$ cat src/rtl/core/bba_pkg.sv
package bba_pkg;

   // Fixed field widths of the ports.
   localparam int ORD_W  = 5;
   localparam int ADDR_W = 10;
   localparam int SIZE_W = 11;
   localparam int POOL_W = 4;
   localparam int STAT_W = 2;

   // Tree node codes.
   localparam logic [1:0] NS_UNUSED = 2'd0;
   localparam logic [1:0] NS_FREE   = 2'd1;
   localparam logic [1:0] NS_SPLIT  = 2'd2;
   localparam logic [1:0] NS_ALLOC  = 2'd3;

   // Result status codes.
   localparam logic [STAT_W-1:0] ST_OK      = 2'd0;
   localparam logic [STAT_W-1:0] ST_NOFIT   = 2'd1;
   localparam logic [STAT_W-1:0] ST_BADADDR = 2'd2;

   typedef enum logic [3:0] {
      S_CLEAR, S_IDLE, S_DISPATCH, S_SCAN_RD, S_SCAN_CHK, S_SPLIT_CHK, S_SPLIT_R,
      S_AO_CHK, S_FN_RD, S_FN_CHK, S_MRG, S_MRG_CHK, S_MRG_B, S_FIN
   } state_type;

   typedef enum logic [4:0] {
      OP_NOP, OP_CLR_STEP, OP_LOAD, OP_FAIL, OP_SCAN_INIT, OP_RD_NODE, OP_SCAN_NEXT,
      OP_FOUND, OP_WR_SPLIT, OP_WR_RIGHT, OP_WR_ALLOC, OP_RD_AO, OP_FREE_SETUP,
      OP_WR_AO_ZERO, OP_RD_BUDDY, OP_WR_N_UNUSED, OP_WR_B_UNUSED, OP_WR_N_FREE,
      OP_PUBLISH
   } dp_op_type;

   typedef struct packed {
      dp_op_type          op;
      logic [STAT_W-1:0]  code;
   } dp_cmd_type;

   typedef struct packed {
      logic clr_last;
      logic is_free_req;
      logic k_too_big;
      logic addr_bad;
      logic scan_last;
      logic depth_zero;
      logic node_free;
      logic node_alloc;
      logic o_gt_k;
      logic ao_bad;
      logic n_root;
      logic out_busy;
   } dp_sts_type;

   // Order of the smallest power of two not below size; zero maps to order 0.
   function automatic logic [ORD_W-1:0] size_order(input logic [SIZE_W-1:0] size);
      logic [ORD_W-1:0] k;
      k = '0;
      for (int j = 0; j < SIZE_W; j++) begin
         if (((SIZE_W+1)'(1) << j) < {1'b0, size}) begin
            k = ORD_W'(j + 1);
         end
      end
      return k;
   endfunction

endpackage

$ cat src/rtl/core/bba_ctrl.sv
module bba_ctrl
   import bba_pkg::*;
(
   input  logic       clock,
   input  logic       reset,
   input  logic       req_valid,
   output logic       req_ready,
   input  logic       csr_wr_en,
   input  dp_sts_type sts,
   output dp_cmd_type cmd
);

   state_type state_ff;
   state_type state_in;

   always_ff @(posedge clock) begin
      if (reset) begin
         state_ff <= S_CLEAR;
      end else begin
         state_ff <= state_in;
      end
   end

   // Next state.
   always_comb begin
      state_in = state_ff;
      case (state_ff)
         S_CLEAR:     if (sts.clr_last) state_in = S_IDLE;
         S_IDLE:      if (req_valid) state_in = S_DISPATCH;
         S_DISPATCH: begin
            if (sts.is_free_req) begin
               state_in = sts.addr_bad ? S_FIN : S_AO_CHK;
            end else begin
               state_in = sts.k_too_big ? S_FIN : S_SCAN_RD;
            end
         end
         S_SCAN_RD:   state_in = S_SCAN_CHK;
         S_SCAN_CHK: begin
            if (sts.node_free) begin
               state_in = S_SPLIT_CHK;
            end else if (sts.scan_last && sts.depth_zero) begin
               state_in = S_FIN;
            end else begin
               state_in = S_SCAN_RD;
            end
         end
         S_SPLIT_CHK: state_in = sts.o_gt_k ? S_SPLIT_R : S_FIN;
         S_SPLIT_R:   state_in = S_SPLIT_CHK;
         S_AO_CHK:    state_in = sts.ao_bad ? S_FIN : S_FN_RD;
         S_FN_RD:     state_in = S_FN_CHK;
         S_FN_CHK:    state_in = sts.node_alloc ? S_MRG : S_FIN;
         S_MRG:       state_in = sts.n_root ? S_FIN : S_MRG_CHK;
         S_MRG_CHK:   state_in = sts.node_free ? S_MRG_B : S_FIN;
         S_MRG_B:     state_in = S_MRG;
         S_FIN:       if (!sts.out_busy) state_in = S_IDLE;
         default:     state_in = S_CLEAR;
      endcase
      if (csr_wr_en) begin
         state_in = S_CLEAR;
      end
   end

   // Commands to the datapath.
   always_comb begin
      cmd.op    = OP_NOP;
      cmd.code  = ST_OK;
      req_ready = 1'b0;
      case (state_ff)
         S_CLEAR:     cmd.op = OP_CLR_STEP;
         S_IDLE: begin
            req_ready = 1'b1;
            if (req_valid) cmd.op = OP_LOAD;
         end
         S_DISPATCH: begin
            if (sts.is_free_req) begin
               if (sts.addr_bad) begin
                  cmd.op   = OP_FAIL;
                  cmd.code = ST_BADADDR;
               end else begin
                  cmd.op = OP_RD_AO;
               end
            end else if (sts.k_too_big) begin
               cmd.op   = OP_FAIL;
               cmd.code = ST_NOFIT;
            end else begin
               cmd.op = OP_SCAN_INIT;
            end
         end
         S_SCAN_RD:   cmd.op = OP_RD_NODE;
         S_SCAN_CHK: begin
            if (sts.node_free) begin
               cmd.op = OP_FOUND;
            end else if (sts.scan_last && sts.depth_zero) begin
               cmd.op   = OP_FAIL;
               cmd.code = ST_NOFIT;
            end else begin
               cmd.op = OP_SCAN_NEXT;
            end
         end
         S_SPLIT_CHK: cmd.op = sts.o_gt_k ? OP_WR_SPLIT : OP_WR_ALLOC;
         S_SPLIT_R:   cmd.op = OP_WR_RIGHT;
         S_AO_CHK: begin
            if (sts.ao_bad) begin
               cmd.op   = OP_FAIL;
               cmd.code = ST_BADADDR;
            end else begin
               cmd.op = OP_FREE_SETUP;
            end
         end
         S_FN_RD:     cmd.op = OP_RD_NODE;
         S_FN_CHK: begin
            if (sts.node_alloc) begin
               cmd.op = OP_WR_AO_ZERO;
            end else begin
               cmd.op   = OP_FAIL;
               cmd.code = ST_BADADDR;
            end
         end
         S_MRG:       cmd.op = sts.n_root ? OP_WR_N_FREE : OP_RD_BUDDY;
         S_MRG_CHK:   cmd.op = sts.node_free ? OP_WR_N_UNUSED : OP_WR_N_FREE;
         S_MRG_B:     cmd.op = OP_WR_B_UNUSED;
         S_FIN:       if (!sts.out_busy) cmd.op = OP_PUBLISH;
         default:     cmd.op = OP_NOP;
      endcase
   end

`ifndef ASSERT_OFF
   // A pool size write always restarts the clearing sweep.
   a_csr_clears: assert property (@(posedge clock) disable iff (reset)
      csr_wr_en |=> (state_ff == S_CLEAR))
      else $error("pool size write did not start clearing");

   // A result is never pushed into an occupied output register.
   a_publish_free: assert property (@(posedge clock) disable iff (reset)
      (cmd.op == OP_PUBLISH) |-> !sts.out_busy)
      else $error("result published while output register busy");
`endif

endmodule

$ cat config.mk
export PLATFORM = sky130hd
export DESIGN_NAME = bba_ctrl
export DESIGN_NICKNAME = d
export VERILOG_FILES = /design/src/rtl/core/bba_pkg.sv /design/src/rtl/core/bba_ctrl.sv
export SDC_FILE = /design/constraint.sdc
export NUM_CORES = 1
export LEC_CHECK = 0
export BUFFER_PORTS_ARGS = -buffer_cell sky130_fd_sc_hd__buf_2
export CAP_MARGIN = 10
export CORE_MARGIN = 2
export CORE_UTILIZATION = 48
export CTS_CLUSTER_DIAMETER = 50
export DETAILED_ROUTE_END_ITERATION = 7
export GPL_TIMING_DRIVEN = 0
export PLACE_DENSITY_LB_ADDON = 0.12
export SLEW_MARGIN = 30
export SYNTH_ARGS = -nofsm -noshare
export SYNTH_HDL_FRONTEND = slang
export SYNTH_SLANG_ARGS = --single-unit
$ cat constraint.sdc
create_clock -name clock -period 1.6 [get_ports clock]
set_input_delay 0.08 -clock clock [delete_from_list [all_inputs] [get_ports clock]]
set_output_delay 0.08 -clock clock [all_outputs]
set_load 0.01 [all_outputs]
# Yosys cells after proc, flatten, opt, wreduce, memory -nomap -nowiden
# Cells that the tools add are included.
[classes]
eq_ne = 16
mux = 35
reduce_logical = 5
[ops]
columns = ["op", "n"]
rows = [
  ["case mux 5 bit (13 select lines)", 1],
  ["case mux 4 bit (14 select lines)", 1],
  ["two-way mux 4 bit", 12],
  ["equality test 4 bit (second input constant)", 6],
  ["two-way mux 3 bit", 6],
  ["equality test 4 x 3 -> 1 bit (second input constant)", 4],
  ["two-way mux 5 bit", 3],
  ["two-way mux 2 bit", 5],
  ["equality test 4 x 2 -> 1 bit (second input constant)", 2],
  ["case mux 2 bit (4 select lines)", 1],
  ["two-way mux 7 bit", 1],
  ["inequality test 2 bit (second input constant)", 3],
  ["two-way mux 1 bit", 5],
  ["equality test 4 x 1 -> 1 bit (second input constant)", 1],
  ["logical NOT 4 bit", 1],
  ["OR reduction 2 bit", 2],
  ["AND reduction 3 bit", 1],
  ["logical AND 1 bit", 1],
]
[totals]
regBits = 4
input_bits = 16
out_inout_bits = 8
wordCells = 57

# Depth between registers and ports, before layout
[logic_depth]
depth_word = 4
mapped_depth = 6
depth_no_buf = 4

# Worst setup path before layout
# OpenSTA, ideal clock, no wires.
[synth_path]
path_type = "reg2reg"
startpoint = "reg state_ff[0]"
endpoint = "reg state_ff[1]"
arrival_ns = 1.247
t_required_ns = 1.479
setup_slack_ns = 0.231
path_stages_with_launch = 6
n_path_buf = 1
period_less_slack_ns = 1.369
cell_sequence = "dfxtp_1 > buf_2 > or4_1 > o211ai_1 > nand2b_1 > a31oi_1"
[synth_via]
elab_chain_cells = 3
[synth_lines]
columns = ["element", "line_no", "rtl"]
rows = [
  ["start: declaration", "bba_ctrl.sv:13", "state_type state_ff;"],
  ["start signal: assignment", "bba_ctrl.sv:20", "state_ff <= state_in;"],
  ["equality test 4 bit, or another cell as far along", "bba_ctrl.sv:27", "case (state_ff)"],
  ["inequality test 2 bit (no line)", "n/a", ""],
  ["AND reduction 3 bit (no line)", "n/a", ""],
]
# Several ways; a longest one is shown, not always the timed one.
# A chain may end at the register's enable or synchronous reset.

==> impl_metrics.py <==
metrics = {
    "run_status": {
        "status": "finished, violations left",
        "violations": "negative setup slack",
    },
    "layout": {
        "antenna_cells": 0,
        "largest_registers": "state_ff (4)",
        "multi_input_comb_area_um2": 593.1,
        "layout-drive-gt1-share": 0.4539,
        "syn2layout_area_growth_pct": 49.45,
        "final_cell_count_no_fill": 156,
        "utilization": 0.7778,
        "stdcell_area_mm2": 0.001025,
        "num-fill-cells": 89,
        "layout.nets": 159,
        "largest_register_ffs": 4,
        "layout.area.seq_um2": 87.58,
        "largest-register": "state_ff",
    },
    "placed_design": {
        "port_buffers": 23,
        "placed_cells": 142,
        "pre_cts_slack_ps": -26.49,
        "gp_congestion": 0.9738,
        "dp_hpwl_um": 1654,
        "place_area_um2": 819.5,
    },
    "worst_setup_path": {
        "path_buf_inv": 2,
        "cp-start-kind": "flip-flop",
        "crit_slowest_cell": "dfxtp_4",
        "crit_chain": "buf_6 > or2b_4 > nor4_1 > or3_1 > or2_1 > buf_2",
        "critPathCaptureType": "output pin",
        "slowest_delay_ps": 360,
        "critPathTopFamily": "simple AND/OR/NAND/NOR gates",
        "critPathArrivalTime_ps": 1620,
        "required_ps": 1520,
        "path_max_fanout": 8,
        "crit_type": "reg -> out",
    },
    "clock_tree": {
        "clockBufferDepth": 2,
        "cts-htree-levels": 1,
        "cts_sinks": 4,
        "clk_pin_slew_ps": 40,
        "cts_tree": "yes",
        "worstSkewPairLatency_ps": 240,
        "root_buffer": "clkbuf_4",
        "cts_hold_buf": 0,
        "cts_buffers": 3,
    },
    "power_and_ir_drop": {
        "leakage_nw": 0.4508,
        "pwr-share-seq": 0.283,
        "clkPwrFrac": 0.330,
        "power_density_mw_per_mm2": 375.8,
        "internal_power_mw": 0.2572,
        "p_sw_mw": 0.1278,
        "ir_drop_mv": 0.2818,
        "power_frac_comb": 0.386,
        "swShare": 0.3320,
    },
    "sta": {
        "rsz0062_at_grt": "true",
        "fin_skew_ps": 7.005,
        "finalWorstSetupSlack_ps": -96.96,
        "period_minus_slack_ps": 1697,
        "fin_hold_ws_ps": 135.0,
        "final_hold_viol_count": 0,
        "slew_headroom": 0.7311,
        "setup_viol": 7,
        "fmax_ghz": 0.5893,
        "maxSlewViolCount": 0,
        "worst_slew_pin_slew_ps": 400.0,
        "fin_crit_sh": 1.061,
    },
    "yosys": {
        "syn-num-nets": 120,
        "synth_fa_ha_area_frac": 0,
        "synth-simple-area-share": 0.3850,
        "synthMuxAreaShare": 0.01460,
        "synth_flop_cell": "dfxtp_1",
        "async_flop_share": 0,
        "ys_warn_count": 0,
        "syn_area_per_cell_um2": 6.593,
        "yosys_register_bits": 4,
        "synth_top_cells_by_area": "dfxtp_1 (12%), nand2b_1 (7.3%), o21ai_0 (5.8%)",
        "syn-cell-area_um2": 685.7,
        "synth_top_family_by_area": "compound AO/OA/AOI/OAI gates",
        "synth_compound_area_frac": 0.3942,
        "synthTopCellsByCount": "nand2b_1 (8), o21ai_0 (8), a21oi_1 (7), buf_2 (7)",
        "synth_edf_count": 0,
        "synth_cells": 104,
        "synth_xor_xnor_area_share": 0,
        "ys_types": 44,
        "yosysTopAreaCellShare": 0.1168,
        "synth_top_cell_by_area": "dfxtp_1",
        "seq_area_frac_synth": 0.1168,
    },
    "grt": {
        "antenna_found_initial": 0,
        "grt_pass1_wl_um": 4036,
        "gr-total-overflow": 0,
        "grt_max_degree": 11,
        "track_usage": 0.2940,
        "first_global_vias": 953,
    },
    "run": {
        "timing.max_cap.violations": 0,
    },
    "routing": {
        "first_pass_iters": 7,
        "first_iter_violations": 107,
        "dr_total_vias": 1009,
        "viasPerCell": 6.468,
        "drc": 0,
        "ant_nets": 0,
        "routed_wl_um": 2544,
        "wl_per_cell_um": 16.31,
    },
    "die": {
        "coreArea_mm2": 0.001318,
        "rows": 13,
        "die_h_um": 41.80,
        "initial_core_util": 0.5204,
        "die_area_mm2": 0.001747,
        "io_pins": 24,
        "die_width_um": 41.80,
    },
    "hold_path": {
        "hold_class": "in -> reg",
    },
}
==> worst min-delay path, cell delays in order <==
cell,delay (ps)
buf_2,70
nor2_1,70
o31a_1,110
==> cells by family (layout without fill, tap and decap cells) <==
logic type | Yosys count | in the layout
compound gates | 40 | 40
buf+inv | 13 | 50
flops | 4 | 4
mux | 1 | 1
simple gates | 46 | 46
==> routing by layer <==
layer,up-vias,wire (µm),track usage
met5,-,0,0
met1,447,1047,0.3776
li1,471,-,-
met3,10,284,0.07826
met4,0,55,0.08387
met2,81,1156,0.4781
==> layout by cell type, fill, tap and decap left out, types with 2 or more instances in the layout <==
cell type,n
nand3_1,3
a22oi_1,2
o21ai_0,8
nand2b_1,7
buf_6,5
a32oi_1,2
nor3_1,4
nor2b_1,3
a211o_1,2
a21oi_1,5
o2bb2ai_1,2
clkbuf_4,3
nand2_1,6
buf_4,14
buf_2,25
a21oi_2,2
nor2_1,5
dfxtp_2,3
or3_1,3
o211ai_1,3
a21o_1,2
==> per-stage QoR <==
step / setup TNS (ps) / total power, mW
after global placement: -74.32 / 0.2294
after global routing: -911.8 / 0.4120
after CTS: -194.7 / 0.3837
after floorplan: 0 / 0.1812
final: -331.6 / 0.3851
after detailed placement: -58.83 / 0.2300
==> what timing repair did <==
item                                    in CTS  in global routing
gates resized for setup                     31                  4
endpoints found under the setup margin       7                  8
setup buffers                               10                  1
pin swaps                                    6                  4
cloned                                       1                  0
==> path summary, 6_finish.rpt <==
check                             endpoint  cells past startpoint                startpoint  slack (ps)
setup / recovery                    cmd[2]                      6  state_ff[1]$_SDFFE_PP0P_        -100
hold / removal    state_ff[2]$_SDFFE_PP0P_                      3                     reset         130
setup reg to reg  state_ff[1]$_SDFFE_PP0P_                      6  state_ff[1]$_SDFFE_PP0P_           0
hold reg to reg   state_ff[3]$_SDFFE_PP0P_                      3  state_ff[3]$_SDFFE_PP0P_         730
==> power by group through the flow <==
stage | Combinational (mW) | Clock, mW | Sequential [mW]
floorplan | 0.0754 | 0 | 0.106
global placement | 0.123 | 0 | 0.106
detailed placement | 0.124 | 0 | 0.106
CTS | 0.142 | 0.132 | 0.110
global route | 0.158 | 0.144 | 0.109
finish | 0.149 | 0.127 | 0.109
==> final cells by class <==
cell class              instances  share of cell area
repair buffers                 35              0.1978
well taps                      15             0.01832
plain buffers                   9             0.08181
flip-flops and latches          4             0.08547
multi-input cells              87              0.5788
inverters                       3             0.01587
clock buffers                   3             0.02198
(Power assumes the default switching activity.)
